### config.mk
export PLATFORM = sky130hd
export DESIGN_NAME = vha_cordic_stage
export DESIGN_NICKNAME = d
export VERILOG_FILES = /design/src/hdl/vha_pkg.sv /design/src/hdl/vha_cordic_stage.sv
export SDC_FILE = /design/constraint.sdc
export NUM_CORES = 1
export LEC_CHECK = 0
export BUFFER_PORTS_ARGS = -buffer_cell sky130_fd_sc_hd__clkbuf_2
export CAP_MARGIN = 25
export CORE_ASPECT_RATIO = 0.9
export CORE_MARGIN = 2
export CORE_UTILIZATION = 45
export CTS_CLUSTER_SIZE = 28
export DETAILED_ROUTE_END_ITERATION = 6
export GPL_TIMING_DRIVEN = 0
export PLACE_DENSITY = 0.79
export RECOVER_POWER = 50
export SETUP_SLACK_MARGIN = 0.4
export SYNTH_ARGS = -nofsm -noshare
export SYNTH_HDL_FRONTEND = slang
export SYNTH_SLANG_ARGS = --single-unit
### constraint.sdc
create_clock -name clk -period 6.4 [get_ports clk]
set_clock_uncertainty 0.1 [all_clocks]
set_input_delay 0.32 -clock clk [delete_from_list [all_inputs] [get_ports clk]]
set_output_delay 0.32 -clock clk [all_outputs]
set_load 0.05 [all_outputs]
### src/hdl/vha_pkg.sv
`default_nettype none
// ============================================================================
// vha_pkg: shared types and constants for the vector heading block
// Holds the side-band tag that rides along the CORDIC chain and the constant
// function that builds the per-stage arctangent steps in heading units.
// ============================================================================
package vha_pkg;

  localparam real PI = 3.14159265358979323846;
  // Degrees in one radian.
  localparam real DEG_PER_RAD = 180.0 / PI;

  // Per-word side information carried alongside the rotation datapath.
  typedef struct packed {
    logic zero;     // both components are zero
    logic b_zero;   // smaller magnitude is zero, so the octant angle is exactly 0
    logic swap;     // |x| > |y|, so the octant angle is folded from 90 degrees
    logic u_neg;    // the component towards north is negative (y > 0)
    logic v_neg;    // the component towards the left is negative (x > 0)
  } vha_tag_t;

  // atan(2^-idx) expressed in heading units (2^-frac_bits degree) with zf
  // further fraction bits. The first step is exactly 45 degrees.
  function automatic logic [127:0] atan_step(input int idx, input int frac_bits,
                                             input int zf);
    real ang;
    real r;
    real whole_r;
    real part_r;
    logic [63:0] whole;
    logic [63:0] part;
    logic [127:0] res;
    if (idx == 0) begin
      res = 128'(45) << (frac_bits + zf);
    end else begin
      ang     = $atan(2.0 ** (-idx));
      r       = ang * DEG_PER_RAD * (2.0 ** frac_bits);
      whole_r = $floor(r);
      part_r  = (r - whole_r) * (2.0 ** zf);
      whole   = 64'(longint'(whole_r));
      part    = 64'(longint'(part_r));
      res     = (128'(whole) << zf) + 128'(part);
    end
    return res;
  endfunction

endpackage
`default_nettype wire

### src/hdl/vha_cordic_stage.sv
`default_nettype none
// ============================================================================
// vha_cordic_stage: one registered CORDIC micro-rotation in vectoring mode
// Drives y towards zero by a shift-and-add rotation and accumulates the
// matching arctangent step into the angle register.
// ============================================================================
module vha_cordic_stage #(
  parameter int XW        = 76,
  parameter int ZW        = 64,
  parameter int SHIFT     = 0,
  parameter int FRAC_BITS = 6,
  parameter int ZF        = 48
) (
  input  logic                     clk,
  input  logic                     rst,
  input  logic                     in_valid,
  input  vha_pkg::vha_tag_t        in_tag,
  input  logic signed [XW-1:0]     in_x,
  input  logic signed [XW-1:0]     in_y,
  input  logic signed [ZW-1:0]     in_z,
  output logic                     out_valid,
  output vha_pkg::vha_tag_t        out_tag,
  output logic signed [XW-1:0]     out_x,
  output logic signed [XW-1:0]     out_y,
  output logic signed [ZW-1:0]     out_z
);
  import vha_pkg::*;

  localparam logic signed [ZW-1:0] STEP = ZW'(atan_step(SHIFT, FRAC_BITS, ZF));

  logic signed [XW-1:0] x_sh;
  logic signed [XW-1:0] y_sh;
  logic signed [XW-1:0] x_next;
  logic signed [XW-1:0] y_next;
  logic signed [ZW-1:0] z_next;

  assign x_sh = in_x >>> SHIFT;
  assign y_sh = in_y >>> SHIFT;

  // Rotate clockwise while y is non-negative, anticlockwise otherwise.
  always_comb begin
    if (!in_y[XW-1]) begin
      x_next = in_x + y_sh;
      y_next = in_y - x_sh;
      z_next = in_z + STEP;
    end else begin
      x_next = in_x - y_sh;
      y_next = in_y + x_sh;
      z_next = in_z - STEP;
    end
  end

  always_ff @(posedge clk) begin
    if (rst) begin
      out_valid <= 1'b0;
    end else begin
      out_valid <= in_valid;
    end
    out_tag <= in_tag;
    out_x   <= x_next;
    out_y   <= y_next;
    out_z   <= z_next;
  end

endmodule
`default_nettype wire

==> flow_metrics.tcl, run 1 <==
set metrics [dict create \
    drive_gt1_share_pct 11.6 \
    synth_nets 2987 \
    port_buffers 445 \
    preCtsSetupSlack_ns 1.60 \
    post-route-period-util_pct 78.2 \
    slew_headroom_pct 21.2 \
    synth_cells 2526 \
    synth-seq-cells 221 \
    cp.depth 15 \
    worst_setup_path_start_kind "input port" \
    synth-simple-area-share_pct 14.9 \
    cts_made_buffers 23 \
    criticalPathCategory "input port to flop" \
    dr_total_vias 22156 \
    worstPathRequired_ns 6.77 \
    final-setup-viol-count 0 \
    grt_overflow 0 \
    layout_min_cycle_time_ns 5.01 \
    cpMostUsedCell "o21ai_0" \
    finalInstanceArea_um2 23100 \
    seq_power_share_pct 28.4 \
    path_max_fanout 4 \
    cp_slowest_cell "o311ai_0" \
    rows 71 \
    finalWeightedCongestion 1.07 \
    timing.fmax_mhz 200 \
    drv_cap 0 \
    slowest_delay_ns 0.76 \
    hold_path_depth 3 \
    fin_setup_tns_ns 0 \
    grt_pass1_wl_um 124000 \
    hold_viol 0 \
    path_cells "dlygate4sd3_1, clkbuf_1, ha_1, nand2b_1, a31oi_1, o311ai_0, nand4_1, a31oi_1, o21ai_0, a211oi_1, o21ai_0, a21oi_1, a311o_1, o21ai_0, xnor2_1" \
    arrival_ns 5.38 \
    synthMuxAreaShare_pct 1.32 \
    synth_ff_type "dfxtp_1" \
    syn_area_um2 18900 \
    die_w_um 220 \
    p_int_mw 3.12 \
    post-dp-hpwl_um 69700 \
    root_buffer "clkbuf_16" \
    fillers 4169 \
    nNetsFinal 3527 \
    die_area_um2 43600 \
    dpl-instance-area_um2 21800 \
    wl_um 85800 \
    ant_nets 0 \
    cts.clk_slew.worst_paths_ns 0.06 \
    fin_ws_ns 1.39 \
    hold_path.class "input port to flop" \
    cts_sinks 221 \
    synth.distinct_cells 78 \
    power_frac_comb_pct 50.1 \
    boundaryPins 446 \
    synth_edf_count 0 \
    htreeDepth 1 \
    synth_compound_gate_area_share_pct 30.0 \
    p_clk_share_pct 21.5 \
    synth_area_per_cell_um2 7.48 \
    synth_top_area_cell "dfxtp_1" \
    power.density_nw_per_um2 264 \
    grt.total_usage_pct 37.5 \
    antenna_found_initial 11 \
    synth_fa_ha_area_share_pct 15.9 \
    leakage_nw 10.3 \
    cp-end-kind "flop" \
    final_common_cell "a21oi_1" \
    p_sw_mw 2.96 \
    cp-endpoint "out_x[71]$_DFF_P_" \
    netlist_top_cells_area "dfxtp_1 (23%), ha_1 (15%), a21oi_1 (10%)" \
    syn_to_final_growth_pct 22.0 \
    first_pass_iters 6 \
    floorplan.initialDensity_pct 45.4 \
    tightest_slew_ns 1.18 \
    rsz0062_at_grt "no" \
    cpLargestDelayFamily "compound AO/OA/AOI/OAI gates" \
    synth_top_area_share_pct 23.4 \
    layout_common_cells "a21oi_1 (388), clkbuf_2 (278), clkbuf_1 (249)" \
    grt_pass1_vias 20436 \
    drt_iter0_markers 2724 \
    slew_violations 0 \
    drc 0 \
    cts_tree "yes" \
    synth_xor_xnor_area_share_pct 7.28 \
    wire_per_inst_um 23.6 \
    seqCellArea_um2 4420 \
    clock_path_buffers 3 \
    path_buf_inv 2 \
    ys_async_sr_fraction_pct 0 \
    cts-resized-gates 0 \
    yosysWarnings 0 \
    grt_max_degree 14 \
    yosysSeqAreaShare_pct 23.4 \
    die_height_um 198 \
    coreArea_um2 41600 \
    synth_top_family_by_area "compound AO/OA/AOI/OAI gates" \
    multi_input_area_um2 13100 \
    irDropWorstVdd_v 0.000304 \
    status "completed" \
    viasPerCell 6.09 \
    power_switching_share_pct 48.7 \
    setup.worst_path.start "in_y[0]" \
]
## metrics by stage
stage	hold slack, ns	utilization (%)	std cells	total power [mW]
floorplan	0.248	-	2526	3.82
global placement	0.322	52.5	3518	4.72
detailed placement	0.324	52.5	3521	4.72
CTS	0.0108	55.8	3626	6.08
global route	0.00988	55.5	3638	6.31
finish	0.0216	55.5	3640	6.08
## Yosys cell counts (all sizes together) (4+ instances only)
cell type,instances
and2,7
buf,32
nor4,27
mux2i,25
o22ai,6
o21ba,4
nand2,144
nor3,56
nor3b,4
nor2b,14
a31oi,16
or2,6
clkinv,17
o21ai,188
a22oi,4
a21boi,16
o31a,9
o221ai,8
o211ai,14
o311ai,6
o41ai,4
clkbuf,77
a211o,7
a211oi,26
o21a,27
nand4,49
dfxtp,221
nand2b,20
inv,231
or4,7
xor2,9
xnor2,148
a21o,31
a221oi,12
or3,10
nand3,34
o31ai,38
ha,233
a2111oi,6
a21oi,389
fa,4
o21bai,88
a31o,5
nor2,216
## cell families (layout without fill, tap and decap cells)
group / Yosys count / count (layout)
AO/OA/AOI/OAI: 925 / 925
AND/OR/NAND/NOR: 604 / 604
buffers and inverters: 357 / 912
adder cells (fa/ha/maj): 237 / 237
flip-flops: 221 / 221
XOR/XNOR: 157 / 157
multiplexers: 25 / 25
other: 0 / 12
## worst min path at each step
stage	slack, ns	startpoint	end
6_report	0.02	in_z[63]	out_z[63]$_DFF_P_
5_1_grt	0.01	in_z[63]	out_z[63]$_DFF_P_
4_1_cts	0.01	in_z[63]	out_z[63]$_DFF_P_
3_5_place_dp	0.32	in_z[14]	out_z[14]$_DFF_P_
3_3_place_gp	0.32	in_z[38]	out_z[38]$_DFF_P_
2_1_floorplan	0.25	in_tag[0]	out_tag[0]$_DFF_P_
## repair_timing
| item | CTS | global route |
|---|---|---|
| buffers inserted | 0 | 0 |
| hold buffers | 65 | 0 |
| endpoints found under the hold margin | 64 | 0 |
## worst min-delay path: stages
cell,delay [ns]
clkbuf_2,0.09
xor2_1,0.09
xnor2_1,0.13
## routing by layer
metal  vias up  GRT usage (%)  part of all wire (%)  wire length, um
met5         -              0                     0                0
met4         0           16.2                   4.8             4150
met3       242           7.20                    12            10600
met2      1664           57.4                    42            36300
met1     10272           51.2                    41            34800
li1       9978              -                     -                -
## state kept, by name (all words and copies together), names as in the netlist
name / cells
out_x: 76
out_y: 75
out_tag: 5
out_valid: 1
out_z: 64
## final cells by class
type | count | share of cell area, %
plain buffers | 109 | 1.93
inverters | 248 | 4.04
clock buffers | 33 | 2.88
well taps | 547 | 2.97
multi-input cells | 1948 | 56.8
diodes | 12 | 0.130
flip-flops and latches | 221 | 19.2
repair buffers | 515 | 11.8
clock inverters | 7 | 0.250
## power groups by stage
| stage | clock network (mW) | logic (mW) | registers (mW) |
|---|---|---|---|
| final | 1.31 | 3.04 | 1.73 |
| after global routing | 1.39 | 3.18 | 1.75 |
| after CTS | 1.34 | 3.01 | 1.73 |
| after detailed placement | 0 | 2.96 | 1.76 |
| after global placement | 0 | 2.98 | 1.75 |
| after floorplan | 0 | 1.14 | 2.68 |
Power figures use the tool's default switching activity.
==> inputs of run 2 (changes only) <==
==> constraint.sdc (replaced) <==
create_clock -name clk -period 4.9 [get_ports clk]
set_clock_uncertainty 0.1 [all_clocks]
set_input_delay 0.245 -clock clk [delete_from_list [all_inputs] [get_ports clk]]
set_output_delay 0.245 -clock clk [all_outputs]
set_load 0.05 [all_outputs]
==> run 2 against run 1 <==
  * Final cell count grew 0.25%
  * First-iteration DRC count grew 1.9%
  * Total power grew 31%
  * Largest cell class unchanged
  * Sequential power grew 31%
  * Clock power grew 30%
  * The run now ends with design-rule violations left
  * Hold slack gained 0.035 ns
  * Largest power group unchanged
  * Sequential share of layout area shrank 0.085 points
  * Sequential cell count is the same
==> flow_metrics.tcl, run 2 (same netlist as run 1, synthesis figures left out) <==
set metrics [dict create \
    path_cells "clkbuf_1, dlygate4sd3_1, ha_1, fa_1, nand2b_1, a21oi_1, o21ai_0, o22a_1, a31oi_2, a221oi_2, o31ai_2, a21oi_1, o21ai_1, a211oi_1, a21oi_1, xor2_1" \
    htreeDepth 1 \
    dr_total_vias 22181 \
    layout.cells.non_filler 3649 \
    grt.total_usage_pct 37.6 \
    finalWeightedCongestion 1.07 \
    layout_min_cycle_time_ns 4.49 \
    cpMostUsedCell "a21oi_1" \
    worstPathRequired_ns 5.27 \
    viasPerCell 6.08 \
    grt_pass1_vias 20486 \
    path_buf_inv 2 \
    wire_per_inst_um 23.6 \
    die_w_um 220 \
    antenna_found_initial 11 \
    die_height_um 198 \
    fin_setup_tns_ns 0 \
    path_max_fanout 3 \
    arrival_ns 4.85 \
    final_common_cell "a21oi_1" \
    wl_um 86200 \
    min_from "in_x[1]" \
    placed_cells 3521 \
    drive_gt1_share_pct 11.7 \
    floorplan.initialDensity_pct 45.4 \
    syn_to_final_growth_pct 22.6 \
    criticalPathCategory "input port to flop" \
    gr-max-usage-layer "met2" \
    first_pass_iters 7 \
    largest_register "out_x" \
    slew_violations 0 \
    post-route-period-util_pct 91.6 \
    cts_tree "yes" \
    cp_slowest_cell "dlygate4sd3_1" \
    fillers 4151 \
    irDropWorstVdd_v 0.000398 \
    clock_path_buffers 3 \
    largest_register_ff_count 76 \
    cts.clk_slew.worst_paths_ns 0.06 \
    hold_path.class "input port to flop" \
    use_met2_pct 57.5 \
    final-setup-viol-count 0 \
    ant_nets 0 \
    power_mw 7.95 \
    grt_overflow 0 \
    port_buffers 445 \
    violations "design-rule violations" \
    rsz0062_at_grt "no" \
    drt_iter0_markers 2777 \
    use_met3_pct 7.22 \
    root_buffer "clkbuf_16" \
    worst_setup_path_start_kind "input port" \
    seqCellArea_um2 4420 \
    leakage_nw 10.3 \
    top_regs "out_x: 76 flops, out_y: 75 flops, out_z: 64 flops" \
    setup.worst_path.start "in_y[0]" \
    slew_headroom_pct 20.6 \
    slowest_delay_ns 0.57 \
    hold_viol 0 \
    timing.fmax_mhz 223 \
    layout_common_cells "a21oi_1 (388), clkbuf_2 (278), clkbuf_1 (249)" \
    rows 71 \
    cts_made_buffers 23 \
    drv_cap 0 \
    cts_sinks 221 \
    grt_pass1_wl_um 125000 \
    die_area_um2 43600 \
    tightest_slew_ns 1.19 \
    post-dp-hpwl_um 69700 \
    grt_max_degree 14 \
    cpLargestDelayFamily "compound AO/OA/AOI/OAI gates" \
    grt_util_met1_pct 51.3 \
    cp-end-kind "flop" \
    drc 5 \
    boundaryPins 446 \
    power.density_nw_per_um2 343 \
    coreArea_um2 41600 \
    status "complete, but fails checks" \
    multi_input_area_um2 13100 \
    nNetsFinal 3536 \
]
[run 2: cell count changes in the layout (fill, tap and decap cells not counted)]
cell	previous run	this run
o311ai_0	5	4
dlygate4sd3_1	65	74
a211oi_1	26	25
o311ai_2	0	1
a211oi_2	0	1
[run 2: layout make-up]
type                       instances  share of cell area (%)
antenna                           12                   0.130
buffer                           109                    1.92
clock buffer                      33                    2.86
clock inverter                     7                   0.249
inverter                         248                    4.02
multi-input combinational       1948                    56.6
sequential                       221                    19.1
tap                              547                    2.95
timing repair buffer             524                    12.2
[run 2: stage by stage]
step                      instance area, um^2  setup slack [ns]  util (%)  hold WS, ns
final                                   23200             0.412      55.7       0.0570
after global routing                    23200             0.441      55.7       0.0534
after CTS                               23300             0.484      56.0       0.0304
after detailed placement                21800             0.170      52.5        0.249
after global placement                  21800             0.159      52.5        0.247
after floorplan                         18900              1.56         -        0.173
[run 2: layer usage]
layer  part of all wire [%]  wire length [um]  vias to the layer above
li1                       -                 -                     9991
met1                     41             35200                    10330
met2                     42             36600                     1612
met3                     12             10300                      248
met4                    4.8              4100                        0
met5                      0                 0                        -
[run 2: report_power, final]
| part | switching [mW] | total [mW] | internal, mW | leakage, nW |
|---|---|---|---|---|
| logic | 3.00 | 3.99 | 0.984 | 8.10 |
| registers | 0.108 | 2.26 | 2.15 | 1.86 |
| clock network | 0.759 | 1.70 | 0.945 | 0.359 |
[run 2: timing repair]
| item | 4_1_cts | 5_1_grt |
|---|---|---|
| hold buffers | 74 | 0 |
| hold endpoints to repair | 73 | 0 |
| endpoints found under the setup margin | 0 | 6 |
| setup buffers | 0 | 0 |
| resized for setup | 0 | 3 |
[run 2: final timing paths]
kind              slack [ns]           endpoint  cells after the start
setup / recovery        0.41  out_x[74]$_DFF_P_                     16
hold / removal          0.06   out_y[1]$_DFF_P_                      3
[run 2: tightest hold or removal path, stage by stage]
cell and delay (ns):
clkbuf_2 0.14, fa_1 0.18, mux2i_1 0.08
